$ cat config.mk
export PLATFORM = sky130hd
export DESIGN_NAME = heron_integer_square_root_core
export DESIGN_NICKNAME = d
export VERILOG_FILES = /design/src/rtl/core/hisr_pkg.sv /design/src/rtl/core/hisr_div.sv /design/src/rtl/core/heron_integer_square_root_core.sv
export VERILOG_INCLUDE_DIRS = /design/src /design/src/rtl/core
export SDC_FILE = /design/constraint.sdc
export NUM_CORES = 1
export LEC_CHECK = 0
export ABC_CLOCK_PERIOD_IN_PS = 6000
export BUFFER_PORTS_ARGS = -buffer_cell sky130_fd_sc_hd__buf_2
export CAP_MARGIN = 20
export CORE_ASPECT_RATIO = 0.75
export CORE_MARGIN = 10
export CORE_UTILIZATION = 30
export CTS_CLUSTER_DIAMETER = 100
export DETAILED_ROUTE_END_ITERATION = 10
export SETUP_SLACK_MARGIN = 0.1
export SLEW_MARGIN = 20
export SYNTH_ARGS = -nofsm -noshare
export SYNTH_HDL_FRONTEND = slang
export SYNTH_SLANG_ARGS = --single-unit
$ cat constraint.sdc
create_clock -name clk -period 6 [get_ports clk]
set_clock_uncertainty 0.15 [all_clocks]
set_input_delay 0.9 -clock clk [delete_from_list [all_inputs] [get_ports clk]]
set_output_delay 0.9 -clock clk [all_outputs]
set_load 0.02 [all_outputs]
$ cat src/rtl/core/heron_integer_square_root_core_defines.svh
// Assertion macros shared by the Heron square root RTL.
// Depends on nothing; users must have clk and rst_n in scope.
`ifndef HERON_INTEGER_SQUARE_ROOT_CORE_DEFINES_SVH
`define HERON_INTEGER_SQUARE_ROOT_CORE_DEFINES_SVH

// Same-cycle implication, checked outside of reset.
`define HISR_ASSERT_IMPLIES(label, lhs, rhs) \
    label: assert property (@(posedge clk) disable iff (!rst_n) (lhs) |-> (rhs)) \
        else $error("Same-cycle implication failed.");

// Next-cycle implication, checked outside of reset.
`define HISR_ASSERT_NEXT(label, lhs, rhs) \
    label: assert property (@(posedge clk) disable iff (!rst_n) (lhs) |=> (rhs)) \
        else $error("Next-cycle implication failed.");

`endif

$ cat src/rtl/core/hisr_pkg.sv
// Package for the Heron integer square root core: widths, step limit, sequencer
// states and the divider status bundle. No dependencies.
package hisr_pkg;

    localparam int ValueWidth = 16;
    localparam int RootWidth  = 9;
    localparam int StepWidth  = 5;
    localparam int CountWidth = 4;

    // Safety bound on Newton steps, as a step index limit.
    localparam logic [StepWidth-1:0] LastStep = 5'd31;

    typedef enum logic [1:0] {
        S_IDLE,
        S_START,
        S_WAIT,
        S_FIN
    } hisr_state_t;

    typedef struct packed {
        logic busy;
        logic done;
    } hisr_div_status_t;

endpackage

$ cat src/rtl/core/hisr_div.sv
// Restoring radix-2 divider for 16-bit unsigned operands, one quotient bit per cycle.
// Depends on hisr_pkg. The divisor must be nonzero.
module hisr_div
    import hisr_pkg::*;
(
    input  logic                  clk,
    input  logic                  rst_n,
    input  logic                  start,
    input  logic [ValueWidth-1:0] dividend,
    input  logic [ValueWidth-1:0] divisor,
    output logic [ValueWidth-1:0] quotient,
    output hisr_div_status_t      status
);

    logic [ValueWidth:0]     rem_reg, rem_next;
    logic [ValueWidth-1:0]   quo_reg, quo_next;
    logic [ValueWidth-1:0]   dvs_reg, dvs_next;
    logic [CountWidth-1:0]   cnt_reg, cnt_next;
    logic                    busy_reg, busy_next;
    logic                    done_reg, done_next;
    logic [ValueWidth:0]     shifted;
    logic [ValueWidth:0]     trial;
    logic                    fits;

    // One trial subtraction of the divisor from the shifted partial remainder.
    assign shifted = {rem_reg[ValueWidth-1:0], quo_reg[ValueWidth-1]};
    assign trial   = shifted - {1'b0, dvs_reg};
    assign fits    = (shifted >= {1'b0, dvs_reg});

    // Next-state logic for the iteration.
    always_comb
    begin
        rem_next  = rem_reg;
        quo_next  = quo_reg;
        dvs_next  = dvs_reg;
        cnt_next  = cnt_reg;
        busy_next = busy_reg;
        done_next = 1'b0;
        if (start)
        begin
            rem_next  = '0;
            quo_next  = dividend;
            dvs_next  = divisor;
            cnt_next  = '1;
            busy_next = 1'b1;
        end
        else if (busy_reg)
        begin
            rem_next = fits ? trial : shifted;
            quo_next = {quo_reg[ValueWidth-2:0], fits};
            cnt_next = cnt_reg - 1'b1;
            if (cnt_reg == '0)
            begin
                busy_next = 1'b0;
                done_next = 1'b1;
            end
        end
    end

    // Control registers.
    always_ff @(posedge clk or negedge rst_n)
    begin
        if (!rst_n)
        begin
            busy_reg <= 1'b0;
            done_reg <= 1'b0;
            cnt_reg  <= '0;
        end
        else
        begin
            busy_reg <= busy_next;
            done_reg <= done_next;
            cnt_reg  <= cnt_next;
        end
    end

    // Datapath registers.
    always_ff @(posedge clk)
    begin
        rem_reg <= rem_next;
        quo_reg <= quo_next;
        dvs_reg <= dvs_next;
    end

    assign quotient    = quo_reg;
    assign status.busy = busy_reg;
    assign status.done = done_reg;

endmodule

$ cat src/rtl/core/heron_integer_square_root_core.sv
// Top level of the Heron integer square root core.
// Depends on hisr_pkg, hisr_div and heron_integer_square_root_core_defines.svh.
//
// Takes one unsigned 16-bit word and returns its Heron (Newton) square root,
// which may exceed the floor root by one. The guess starts at the value and
// each step forms (guess + value / guess) / 2 until the guess moves by at most
// one. Each step starts the shared bit-serial divider, waits for its quotient
// bits and then updates the guess. After the last step the finish state waits
// until the output register is free, loads the root into it and returns to
// idle, where the input side is ready again; a zero input skips the divider
// and goes straight to the finish state. The input side accepts a new word
// only when the previous item has finished and its result is in the output
// register, which may still be waiting for the consumer.
`include "heron_integer_square_root_core_defines.svh"

module heron_integer_square_root_core
    import hisr_pkg::*;
(
    input  logic        clk,
    input  logic        rst_n,
    input  logic        s_axis_tvalid,
    output logic        s_axis_tready,
    input  logic [15:0] s_axis_tdata,   // [15:0] value
    output logic        m_axis_tvalid,
    input  logic        m_axis_tready,
    output logic [15:0] m_axis_tdata    // [8:0] root, [15:9] zero
);

    hisr_state_t             state_reg, state_next;
    logic [ValueWidth-1:0]   value_reg, value_next;
    logic [ValueWidth-1:0]   guess_reg, guess_next;
    logic [StepWidth-1:0]    step_reg, step_next;
    logic [RootWidth-1:0]    root_reg, root_next;
    logic                    out_valid_reg, out_valid_next;
    logic                    in_accept;
    logic                    out_free;
    logic                    div_start;
    logic [ValueWidth-1:0]   quotient;
    hisr_div_status_t        div_status;
    logic [ValueWidth:0]     sum;
    logic [ValueWidth-1:0]   halved;
    logic [ValueWidth-1:0]   new_guess;
    logic [ValueWidth-1:0]   diff;
    logic                    settled;

    // Shared divider: value / guess.
    hisr_div u_div (
        .clk      (clk),
        .rst_n    (rst_n),
        .start    (div_start),
        .dividend (value_reg),
        .divisor  (guess_reg),
        .quotient (quotient),
        .status   (div_status)
    );

    // Newton update and stopping test.
    assign sum       = {1'b0, guess_reg} + {1'b0, quotient};
    assign halved    = sum[ValueWidth:1];
    assign new_guess = (halved == '0) ? {{(ValueWidth-1){1'b0}}, 1'b1} : halved;
    assign diff      = guess_reg - new_guess;
    assign settled   = (diff <= {{(ValueWidth-1){1'b0}}, 1'b1}) || (step_reg == LastStep);

    assign in_accept = s_axis_tvalid && s_axis_tready;
    assign out_free  = !out_valid_reg || m_axis_tready;

    // Sequencer next state.
    always_comb
    begin
        state_next = state_reg;
        case (state_reg)
            S_IDLE:
            begin
                if (in_accept)
                begin
                    state_next = (s_axis_tdata == '0) ? S_FIN : S_START;
                end
            end
            S_START:
            begin
                state_next = S_WAIT;
            end
            S_WAIT:
            begin
                if (div_status.done)
                begin
                    state_next = settled ? S_FIN : S_START;
                end
            end
            S_FIN:
            begin
                if (out_free)
                begin
                    state_next = S_IDLE;
                end
            end
            default:
            begin
                state_next = S_IDLE;
            end
        endcase
    end

    // Sequencer outputs and datapath updates.
    always_comb
    begin
        s_axis_tready  = 1'b0;
        div_start      = 1'b0;
        value_next     = value_reg;
        guess_next     = guess_reg;
        step_next      = step_reg;
        root_next      = root_reg;
        out_valid_next = out_valid_reg && !m_axis_tready;
        case (state_reg)
            S_IDLE:
            begin
                s_axis_tready = 1'b1;
                if (in_accept)
                begin
                    value_next = s_axis_tdata;
                    guess_next = s_axis_tdata;
                    step_next  = '0;
                end
            end
            S_START:
            begin
                div_start = 1'b1;
            end
            S_WAIT:
            begin
                if (div_status.done)
                begin
                    guess_next = new_guess;
                    step_next  = step_reg + 1'b1;
                end
            end
            S_FIN:
            begin
                if (out_free)
                begin
                    root_next      = guess_reg[RootWidth-1:0];
                    out_valid_next = 1'b1;
                end
            end
            default:
            begin
                s_axis_tready = 1'b0;
            end
        endcase
    end

    // Control registers.
    always_ff @(posedge clk or negedge rst_n)
    begin
        if (!rst_n)
        begin
            state_reg     <= S_IDLE;
            out_valid_reg <= 1'b0;
            step_reg      <= '0;
        end
        else
        begin
            state_reg     <= state_next;
            out_valid_reg <= out_valid_next;
            step_reg      <= step_next;
        end
    end

    // Payload registers.
    always_ff @(posedge clk)
    begin
        value_reg <= value_next;
        guess_reg <= guess_next;
        root_reg  <= root_next;
    end

    assign m_axis_tvalid = out_valid_reg;
    assign m_axis_tdata  = {{(16-RootWidth){1'b0}}, root_reg};

    // Design checks.
    `HISR_ASSERT_IMPLIES(a_done_only_waiting, div_status.done, state_reg == S_WAIT)
    `HISR_ASSERT_IMPLIES(a_start_when_free, state_reg == S_START, !div_status.busy)
    `HISR_ASSERT_IMPLIES(a_root_in_range, state_reg == S_FIN, guess_reg <= 16'd256)
    `HISR_ASSERT_NEXT(a_nonzero_iterates, in_accept && (s_axis_tdata != 16'd0),
        state_reg == S_START)

endmodule
Word level (Yosys, flattened, before mapping). Cells that the tools add are included.

Output and inout bits: 18. Logic and storage cells: 70. Input bits: 20. Register bits after elaboration: 103.

Reduce and logical (&&, ||, !) cells: 16. Eq/ne operators: 7. Add/sub/neg operators: 5. Magnitude comparators: 2. Multiplexer cells: 28.

Operators with widths (count): 16-bit two-way mux (6); 16-bit logical NOT (2); 16-bit case mux with 2 select lines (1); 16-bit subtractor (2); 16-bit by 16-bit adder with 17-bit output (1); 17-bit by 16-bit >= comparator with 1-bit output (1); 16-bit by 1-bit less-or-equal comparator with 1-bit output (second input constant) (1); 1-bit two-way mux (10); 2-bit two-way mux (5); 5-bit two-way mux (2); 5-bit case mux with 2 select lines (1); 4-bit two-way mux (2); 2-bit case mux with 4 select lines (1); 3-bit AND reduction (2); 5-bit by 1-bit adder with 5-bit output (second input constant) (1); 5-bit equality test (second input constant) (1); 2-bit equality test (second input constant) (2); 4-bit logical NOT (1); 2-bit != test (second input constant) (2); 2-bit AND reduction (2); 2-bit nonzero test (2); 4-bit by 1-bit subtractor with 4-bit output (second input constant) (1); 2-bit by 1-bit equality test with 1-bit output (second input constant) (1); 1-bit logical AND (2); other kinds (4) (6).

Logic depth before layout (Yosys ltp). Gate-level depths: netlist (run 1).

Word-level depth: 9. Mapped depth: 19. Gate-level depth less buffers: 19.

Hierarchy. Synthesis (run 1) repeated with hierarchy kept, for this count alone.

Cells, all modules: 686. Area, all modules: 6857.8 um^2.

Modules (own cells, without submodules): heron_integer_square_root_core (sequential area each 1431.4 um^2, area each 3643.5 um^2, times used 1, cells each 373); hisr_div (sequential area each 1431.4 um^2, area each 3214.3 um^2, times used 1, cells each 313).

Least setup slack after synthesis (run 1). Ideal clock, no wire load.

Path type: flip-flop to flip-flop. From: register guess_reg[0]. To: register state_reg[1]. Setup slack: 1.541 ns. Stages on the path, launching flop included: 19. Period minus slack after synthesis: 4.459 ns. Required time: 5.746 ns. Arrival time: 4.206 ns. Buffers on the path: 0. Setup time: 0.104 ns. Cells stage by stage: edfxtp_1 and2_1 fa_1 a21o_1 nand2b_1 a21oi_1 o31a_1 o311a_1 a41o_1 ha_1 fa_1 nor2b_1 o32ai_1 or4_1 nor4_1 o21ai_1 and4b_1 nand4_1 o41ai_2.

Cells in the longest elaborated chain, start to end: 9.

RTL lines: start, declared (RTL line heron_integer_square_root_core.sv:31) `logic [ValueWidth-1:0] guess_reg, guess_next;`; start signal, assigned (RTL line heron_integer_square_root_core.sv:173) `guess_reg <= guess_next;`; 16-bit by 16-bit adder with 17-bit output (RTL line heron_integer_square_root_core.sv:58) `assign sum = {1'b0, guess_reg} + {1'b0, quotient};`; 16-bit logical NOT (RTL line heron_integer_square_root_core.sv:60) `assign new_guess = (halved == '0) ? {{(ValueWidth-1){1'b0}}, 1'b1} : halved;`; 16-bit two-way mux (RTL line heron_integer_square_root_core.sv:60); 16-bit subtractor (*) (RTL line heron_integer_square_root_core.sv:61) `assign diff = guess_reg - new_guess;`; 16-bit by 1-bit less-or-equal comparator with 1-bit output (*) (RTL line heron_integer_square_root_core.sv:62) `assign settled = (diff <= {{(ValueWidth-1){1'b0}}, 1'b1}) || (step_reg == LastStep);`; 1-bit logical OR (*) (RTL line heron_integer_square_root_core.sv:62); 2-bit two-way mux (*) (RTL line heron_integer_square_root_core.sv:87) `state_next = settled ? S_FIN : S_START;`; 2-bit two-way mux (*) (RTL line heron_integer_square_root_core.sv:85) `if (div_status.done)`; 2-bit case mux with 4 select lines (*) (RTL line heron_integer_square_root_core.sv:71) `case (state_reg)`; end signal, assigned (RTL line heron_integer_square_root_core.sv:163) `state_reg <= state_next;`; end, declared (RTL line heron_integer_square_root_core.sv:29) `hisr_state_t state_reg, state_next;`.

Mark *: on every way between the ends. The rest lies on a longest branch, timed or not. The select of a mux whose other input is x is not followed. A chain may end at the register's enable or synchronous reset.

Final worst setup path (run 1). Same ends and word-level chain as after synthesis.

==> metrics.cfg, run 1 <==
[run_status]
status = finished, final reports clean

[critical_path]
setup.worst_path.end_class = flop
reg2reg_depth = 18
crit_end = state_reg[1]$_DFFE_PN0P_
crit_start = guess_reg[0]$_DFFE_PP_
path_cells = and2_1, fa_1, a21o_1, nand2b_1, a21oi_1, o31a_1, o311a_1, a41o_1, ha_1, fa_1, nor2b_1, o32ai_1, or4_1, nor4_1, o21ai_1, and4b_1, nand4_1, o41ai_2
crit_slowest_cell = edfxtp_1
reg2reg_slack_ns = 1.03
critical_path_class = reg -> reg
cp-start-kind = flop
rr_startpoint = guess_reg[0]$_DFFE_PP_
cp_top_family = compound AO/OA/AOI/OAI gates
cp_max_fo = 6
cp.required_ns = 6.10
critPathArrivalTime_ns = 5.07
max_stage_delay_ns = 0.47
cp.depth = 18
r2r-end = state_reg[1]$_DFFE_PN0P_
worst-path-buf-inv = 0
crit_path_frequent_cell = fa_1

[place]
placed_area_mm2 = 0.00696
dp_hpwl_mm = 12.2
place_inst = 967
routabilityCongestion = 0.883
io_buffers = 30

[cells_and_area]
n_antenna_cell = 0
stdcell_count = 983
nFillCells = 2183
drive_gt1_frac = 0.0978
nets = 762
fin_area_mm2 = 0.00726
area_delta_synth_final_pct = 11.0

[cts]
h-tree-depth = 3
clkTransAtPathRegs_ns = 0.08
clk_latency_ns = 0.35
numClockSinks = 103
cts_tree = built
hold_buffers = 0
post_cts_resized = 0
post-cts-setup-buffer-count = 0
root_buffer = clkbuf_16
clockBufferDepth = 2
cts_made_buffers = 9

[power]
leakage_uw = 0.00288
power_density_mw_per_mm2 = 190
ir_drop_mv = 0.111

[global_route]
overflow = 0
grt_usage = 0.119
grt_pass1_vias = 4945
antenna_found_initial = 0
grt_max_degree = 42
grt_pass1_wl_mm = 26.9

[sta]
tns_ns = 0
relSlewSlack = 0.355
setup_viol = 0
finalCritPeriodShare = 0.828
worst_pin_slew_ns = 0.968
clock.fmax_mhz = 201
hold_violations = 0
rsz0062_at_grt = false
fin_crit_ns = 4.97
drv_slew = 0

[logic_synthesis]
ys.flop_type = edfxtp_1
ys_seq_area_frac = 0.437
postSynthCellCount = 666
synth_edf_count = 73
syn_area_mm2 = 0.00654
avgSynthCellArea_um2 = 9.83
synthArstFlopShare = 0.136
yosysWarnings = 0
synth_cell_types = 75
ys_ff_latch = 103

[floorplan]
die_area_mm2 = 0.0282
die_w_um = 191
fp.dieH_um = 148
ios = 38
rows = 46
fp.coreArea_mm2 = 0.0213
start_util = 0.307

[detailed_routing]
drc_errors = 0
detail-route-antenna-nets = 0
wl_per_cell_um = 16.9
first_pass_iters = 5
vias = 5094
wirelength_mm = 16.6
initialDrtViolationCount = 420
vias_per_cell = 5.18

[min_path]
min_path_type = in -> async

[flow_run]
maxCapViolations = 0

[cell type report]
type,instances,area [µm²],area share
multi-input combinational,506,3420,0.472
sequential,103,2860,0.394
tap,288,360,0.0496
clock buffer,10,229,0.0315
timing repair buffer,34,180,0.0248
inverter,36,135,0.0186
clock inverter,6,68.8,0.00948
[cell usage after synthesis, drive strengths merged (6+ instances only)]
master  number  area (µm²)
buf         10        82.6
nand2b      17         106
and2         6        37.5
or2          7        43.8
nand2       96         360
nand3       11        55.1
o21ai       51         255
xnor2       14         123
nor2        25         110
dfrtp       14         350
nand4       10        62.6
nor4         7        43.8
a21oi       51         255
ha          49         613
a21o        11        82.6
xor2        11        96.3
clkbuf      17        63.8
a31oi        6        37.5
edfxtp      73        2190
dfxtp       16         320
inv         35         131
mux2i       15         150
nor2b       11        76.3
nor3        15        75.1
or3          6        37.5
[routing by layer]
layer  up-vias  global-route usage  routed length (µm)
li1       2485                   -                   -
met1      2401               0.186                8840
met2       198               0.161                6460
met3        10              0.0249                1110
met4         0              0.0251                 158
met5         -                   0                   0
[how the worst min path moves through the flow]
stage,to,slack (ns),cells after the start
floorplan,u_div.rem_reg[15]$_SDFFE_PP0P_,0.30,2
global placement,u_div.rem_reg[15]$_SDFFE_PP0P_,0.31,2
detailed placement,u_div.rem_reg[15]$_SDFFE_PP0P_,0.32,2
CTS,step_reg[0]$_DFFE_PN0P_,0.30,1
global route,step_reg[0]$_DFFE_PN0P_,0.32,1
finish,step_reg[0]$_DFFE_PN0P_,0.30,1
[cell families (layout without fill, tap and decap cells)]
logic type,after synthesis,after routing,synth area share
compound gates,175,175,0.180
xor+xnor,25,25,0.0335
fa+ha+maj,52,52,0.103
buf+inv,63,86,0.0430
flops,103,103,0.437
mux,17,17,0.0264
other cells,1,7,0.000573
simple gates,230,230,0.176
[power by group]
part	switching, µW	internal (µW)	total, µW
Sequential	0.0000000000000141	754	754
Combinational	13.0	5.01	18.0
Clock	279	327	606
[cells in the final DEF, fill, tap and decap left out, drive strengths merged, types with 7 or more instances in the layout]
cell type  count
edfxtp        73
xnor2         14
nand2b        17
a21oi         51
nor3          15
dfxtp         16
nor2          25
nor2b         11
a21o          11
clkbuf        10
conb           7
buf           34
nand4         10
inv           37
nand3         11
dfrtp         14
nand2         96
nor4           7
ha            49
or2            7
mux2i         15
xor2          11
o21ai         51
[per-stage QoR]
stage                     power (µW)  utilization  worst slack (ns)  hold WS, ns
after floorplan                  778            -              1.54        0.296
after global placement           787        0.327              1.18        0.310
after detailed placement         788        0.327              1.08        0.316
after CTS                       1390        0.341              1.06        0.305
after global routing            1430        0.341             0.791        0.315
final                           1380        0.341              1.03        0.300
[worst reg2reg max path: cells and delay by family (launching register included)]
kind / cells / cell delay, ns
compound gates: 8 / 1.66
flops: 1 / 0.47
fa+ha+maj: 3 / 1.00
simple gates: 7 / 1.57
No activity file was read; power rests on OpenSTA's default activity.
==> run 2: changes to the inputs <==
--- a/config.mk
+++ b/config.mk
@@ -6,7 +6,8 @@
 export SDC_FILE = /design/constraint.sdc
 export NUM_CORES = 1
 export LEC_CHECK = 0
-export ABC_CLOCK_PERIOD_IN_PS = 6000
+export ABC_AREA = 1
+export ABC_CLOCK_PERIOD_IN_PS = 4000
 export BUFFER_PORTS_ARGS = -buffer_cell sky130_fd_sc_hd__buf_2
 export CAP_MARGIN = 20
 export CORE_ASPECT_RATIO = 0.75
==> constraint.sdc (replaced) <==
create_clock -name clk -period 4 [get_ports clk]
set_clock_uncertainty 0.15 [all_clocks]
set_input_delay 0.6 -clock clk [delete_from_list [all_inputs] [get_ports clk]]
set_output_delay 0.6 -clock clk [all_outputs]
set_load 0.02 [all_outputs]
==> run 2 against run 1 <==
Effect of this change: via count increased by 11%; clock-buffer cell count unchanged; worst setup slack lost 0.94 ns; sequential cell count unchanged; utilization rose by 2.7 points; hold slack improved by 0.0090 ns; largest cell class unchanged; first-iteration DRC count up 0.48%.
==> metrics.cfg, run 2 <==
[run_status]
status = finished, final reports clean

[sta]
layout_setup_ws_ns = 0.0969
rsz0062_at_grt = true
setup_viol = 0
finalCritPeriodShare = 0.976
fin_crit_ns = 3.90
hold_violations = 0
worst_pin_slew_ns = 0.975
tns_ns = 0
clock.fmax_mhz = 256
drv_slew = 0
relSlewSlack = 0.344

[min_path]
min_path_type = in -> reg
hold_depth = 1

[global_route]
grt_usage = 0.121
antenna_found_initial = 0
overflow = 0
grt_max_degree = 32
grt_pass1_vias = 5185
grt_pass1_wl_mm = 28.4

[cts]
root_buffer = clkbuf_16
cts_tree = built
h-tree-depth = 3
cts_made_buffers = 9
numClockSinks = 103
clk_latency_ns = 0.36
clkTransAtPathRegs_ns = 0.08
clockBufferDepth = 2

[floorplan]
fp.dieH_um = 150
start_util = 0.306
rows = 47
ios = 38
die_area_mm2 = 0.0290
die_w_um = 193
fp.coreArea_mm2 = 0.0221

[detailed_routing]
detail-route-antenna-nets = 0
vias = 5645
drc_errors = 0
wirelength_mm = 18.0
first_pass_iters = 5
wl_per_cell_um = 15.1
vias_per_cell = 4.71
initialDrtViolationCount = 422

[logic_synthesis]
syn_area_mm2 = 0.00676
yosys.area.top_type_share = 0.324
postSynthCellCount = 820
synth_area_leaders = edfxtp_1 32%, nand2_1 15%, ha_1 9.1%
yosysMostFrequentCell = nand2_1
synth_area_leader_cell = edfxtp_1
synth_cell_types = 52
ys_ff_latch = 103
synth_edf_count = 73
yosys-top-cells-count = 264 x nand2_1, 108 x inv_1, 73 x edfxtp_1
avgSynthCellArea_um2 = 8.24
yosysWarnings = 0
ys_seq_area_frac = 0.423
synthArstFlopShare = 0.136
ys.flop_type = edfxtp_1

[cells_and_area]
n_antenna_cell = 0
final_cell_mix = 251 x nand2_1, 107 x inv_1, 73 x edfxtp_1
drive_gt1_frac = 0.213
final_common_cell = nand2_1
area_delta_synth_final_pct = 20.5
nets = 971

[critical_path]
cp-start-kind = flop
setup.worst_path.end_class = flop
cp_max_fo = 4
reg2reg_depth = 25
cp.required_ns = 4.14
reg2reg_slack_ns = 0.1
critPathArrivalTime_ns = 4.04
critical_path_class = reg -> reg

[place]
dpl_worst_slack_ns = -0.0703
io_buffers = 30
dp_hpwl_mm = 13.9
routabilityCongestion = 0.879

[flow_run]
maxCapViolations = 0

==> run 2: cells by family (layout without fill, tap and decap cells) <==
logic type      count (synthesis)  count (layout)  synth area share
other cells                     1               7          0.000555
buf+inv                       132             210            0.0822
compound gates                113             113             0.113
fa+ha+maj                      52              52            0.0996
simple gates                  394             394             0.247
flops                         103             103             0.423
xor+xnor                       25              25            0.0335
==> run 2: critical path: stages, from the launching register on <==
cell and delay (ns):
edfxtp_1 0.43, nand2_2 0.11, inv_1 0.07, fa_2 0.38, nand3_2 0.09, nand2_4 0.07
buf_4 0.14, xnor2_1 0.26, nand4_1 0.18, nor2_1 0.16, nand3_1 0.11, nand2_2 0.12
ha_4 0.15, fa_2 0.20, inv_2 0.05, nand3_2 0.07, nand2_4 0.08, buf_4 0.16
xor2_1 0.13, inv_1 0.05, nand2_1 0.09, nor3_2 0.23, o21ai_2 0.09, nand2_1 0.08
nand2_2 0.06, a21oi_2 0.11
==> run 2: area by class of cell <==
| class | count | area [µm²] |
|---|---|---|
| Sequential cell | 103 | 2860 |
| Multi-Input combinational cell | 591 | 3660 |
| Timing Repair Buffer | 81 | 539 |
| Clock buffer | 10 | 239 |
| Tap cell | 294 | 368 |
| Inverter | 113 | 424 |
| Fill cell | 2293 | 14000 |
| Clock inverter | 6 | 51.3 |
==> run 2: through the flow <==
step                      instance area, µm²   util  hold WS [ns]  cells
after global placement                  7470  0.338         0.316   1171
after floorplan                         6780      -         0.154    826
after global routing                    8150  0.368         0.302   1198
after detailed placement                7480  0.338         0.321   1171
final                                   8150  0.368         0.309   1198
after CTS                               7870  0.356         0.297   1189
==> run 2: path summary, 6_finish.rpt <==
check,startpoint,endpoint
worst max-delay path,u_div.quotient[0]$_DFFE_PP_,state_reg[1]$_DFFE_PN0P_
worst min-delay path,s_axis_tdata[13],value_reg[13]$_DFFE_PP_
worst max register to register,u_div.quotient[0]$_DFFE_PP_,state_reg[1]$_DFFE_PN0P_
worst min register to register,u_div.rem_reg[9]$_SDFFE_PP0P_,u_div.rem_reg[9]$_SDFFE_PP0P_
max in group asynchronous,rst_n,step_reg[4]$_DFFE_PN0P_
min in group asynchronous,rst_n,step_reg[1]$_DFFE_PN0P_
==> run 2: repair_timing <==
item | in CTS | in global routing
endpoints found under the hold margin | 14 | 0
buffers inserted | 1 | 8
endpoints found under the setup margin | 1 | 1
hold buffers | 1 | 0
pin swaps | 11 | 16
resized for setup | 20 | 42
==> run 2: metal layers <==
layer | vias up | track usage | part of all wire
li1 | 2857 | - | -
met1 | 2616 | 0.188 | 0.54
met2 | 162 | 0.165 | 0.39
met3 | 10 | 0.0271 | 0.065
met4 | 0 | 0.0217 | 0.0059
met5 | - | 0 | 0
Power of run 2 is not shown: default switching activity piles up to over one toggle a cycle in this logic, so the estimate is an artifact.
==> run 3: changes to the inputs <==
--- a/config.mk
+++ b/config.mk
@@ -7,14 +7,17 @@
 export NUM_CORES = 1
 export LEC_CHECK = 0
 export ABC_AREA = 1
-export ABC_CLOCK_PERIOD_IN_PS = 4000
+export ABC_CLOCK_PERIOD_IN_PS = 3500
 export BUFFER_PORTS_ARGS = -buffer_cell sky130_fd_sc_hd__buf_2
 export CAP_MARGIN = 20
+export CELL_PAD_IN_SITES_DETAIL_PLACEMENT = 0
+export CELL_PAD_IN_SITES_GLOBAL_PLACEMENT = 1
 export CORE_ASPECT_RATIO = 0.75
 export CORE_MARGIN = 10
 export CORE_UTILIZATION = 30
 export CTS_CLUSTER_DIAMETER = 100
 export DETAILED_ROUTE_END_ITERATION = 10
+export PLACE_DENSITY_LB_ADDON = 0.1
 export SETUP_SLACK_MARGIN = 0.1
 export SLEW_MARGIN = 20
 export SYNTH_ARGS = -nofsm -noshare
==> constraint.sdc (replaced) <==
create_clock -name clk -period 3.5 [get_ports clk]
set_clock_uncertainty 0.15 [all_clocks]
set_input_delay 0.525 -clock clk [delete_from_list [all_inputs] [get_ports clk]]
set_output_delay 0.525 -clock clk [all_outputs]
set_load 0.02 [all_outputs]
==> run 3 against run 2 <==
Effect of this change: the flow now finishes with violations (setup timing); fmax decreased by 0.24%; die area stayed put; first-iteration DRC count decreased by 27%; worst setup slack got worse by 0.51 ns; utilization increased by 2.0 points; register-to-register slack lost 0.51 ns; global-route usage is 1.8 points higher; cell count grew 5.3%; clock-buffer cell count unchanged; hold slack got worse by 0.072 ns; non-clock buffer count rose by 63; critical endpoint unchanged; highest routed layer unchanged.
==> metrics.cfg, run 3 (synthesis gave the netlist of run 2 again) <==
[detailed_routing]
met3_wirelength_um = 534
initialDrtViolationCount = 309
first_pass_iters = 4
wl_met2_mm = 8.18
wl_per_cell_um = 15.9
vias_per_cell = 4.57
top_layer_used = met4
detail-route-antenna-nets = 0
vias = 5767
wirelength_mm = 20.1
met1_length_mm = 11.2
drc_errors = 0

[critical_path]
crit_slowest_cell = edfxtp_1
critPathArrivalTime_ns = 4.00
worst-path-buf-inv = 4
reg2reg_depth = 29
cp_max_fo = 4
cp.depth = 29
cp-start-kind = flop
reg2reg_slack_ns = -0.41
max_stage_delay_ns = 0.42
critical_path_class = reg -> reg
cp_top_family = simple AND/OR/NAND/NOR gates
crit_path_frequent_cell = nand2_2
cp.required_ns = 3.59
setup.worst_path.end_class = flop

[global_route]
grt_pass1_wl_mm = 32.0
overflow = 0
grt_usage = 0.139
grt_max_degree = 32
antenna_found_initial = 0
grt_pass1_vias = 5733

[cells_and_area]
final_util = 0.388
nFillCells = 2329
multiInputGateArea_mm2 = 0.00360
n_antenna_cell = 0
final_cell_mix = 249 x nand2_1, 112 x buf_4, 103 x inv_1
regArea_mm2 = 0.00286
final_common_cell = nand2_1
drive_gt1_frac = 0.257
nets = 1034
area_delta_synth_final_pct = 26.9

[sta]
fin_crit_ns = 3.91
layout_setup_ws_ns = -0.412
hold_violations = 0
rsz0062_at_grt = true
relSlewSlack = 0.371
finalCritPeriodShare = 1.12
clock.fmax_mhz = 256
holdWs_ns = 0.237
drv_slew = 0
worst_pin_slew_ns = 0.943
setup_viol = 1

[floorplan]
fp.coreArea_mm2 = 0.0221
die_area_mm2 = 0.0290
rows = 47
start_util = 0.306
die_w_um = 193
fp.dieH_um = 150
ios = 38

[cts]
clk_latency_ns = 0.36
root_buffer = clkbuf_16
h-tree-depth = 3
numClockSinks = 103
clkTransAtPathRegs_ns = 0.07
clockBufferDepth = 2
cts_tree = built
cts_made_buffers = 9

[place]
io_buffers = 30
dp_hpwl_mm = 15.9
routabilityCongestion = 0.853

[min_path]
hold_depth = 1
min_path_type = in -> reg

[flow_run]
maxCapViolations = 0

[run_status]
status = finished, violations left
violations = setup timing

-- run 3: cell types whose count changed in the layout (fill, tap and decap cells not counted), moves of 3 or more --
cell / before / now
buf_4: 49 / 112
ha_1: 36 / 45
inv_2: 6 / 10
a21oi_2: 13 / 10
ha_2: 7 / 1
inv_1: 107 / 103
a21oi_1: 23 / 27
ha_4: 6 / 3
-- run 3: worst register-to-register path, delay by kind of cell (launching register included) --
family | cells | cell delay (ns)
and+or+nand+nor | 18 | 1.37
AOI/OAI and AO/OA | 3 | 0.48
adders and majority gates | 3 | 0.93
buffers and inverters | 4 | 0.29
DFF | 1 | 0.42
xor gates and xnor gates | 1 | 0.13
-- run 3: cell type report --
type	count	area share
multi-input cells	591	0.419
flip-flops and latches	103	0.334
repair buffers	144	0.118
inverters	113	0.0494
well taps	294	0.0429
clock buffers	10	0.0292
clock inverters	6	0.00758
-- run 3: what timing repair did --
item / in CTS / in global routing
setup endpoints to repair: 1 / 1
gates resized for setup: 5 / 45
buffers inserted: 6 / 5
cloned: 0 / 0
hold buffers: 1 / 0
hold endpoints to repair: 14 / 0
pin swaps: 4 / 33
-- run 3: path summary, 6_finish.rpt --
| check | startpoint | end |
|---|---|---|
| max reg2reg | u_div.quotient[0]$_DFFE_PP_ | state_reg[1]$_DFFE_PN0P_ |
| min | s_axis_tdata[4] | value_reg[4]$_DFFE_PP_ |
| min reg2reg | u_div.rem_reg[9]$_SDFFE_PP0P_ | u_div.rem_reg[9]$_SDFFE_PP0P_ |
| min in group asynchronous | rst_n | u_div.cnt_reg[0]$_DFFE_PN0P_ |
| max in group asynchronous | rst_n | state_reg[1]$_DFFE_PN0P_ |
| max | u_div.quotient[0]$_DFFE_PP_ | state_reg[1]$_DFFE_PN0P_ |
-- run 3: per-stage QoR --
step	instances	cell area [µm²]	worst slack (ns)	TNS [ns]
2_1_floorplan	826	6820	0.0213	0
3_3_place_gp	1233	7970	-0.359	-0.359
3_5_place_dp	1233	7970	-0.526	-0.526
4_1_cts	1256	8370	-0.423	-0.423
5_1_grt	1261	8580	-0.694	-0.694
6_report	1261	8580	-0.412	-0.412
-- run 3: per-layer routing --
| layer | up-vias | GRT usage |
|---|---|---|
| met4 | 0 | 0.0340 |
| met2 | 80 | 0.201 |
| li1 | 2982 | - |
| met5 | - | 0 |
| met3 | 15 | 0.0255 |
| met1 | 2690 | 0.206 |
Power of run 3 is left out for the same reason.
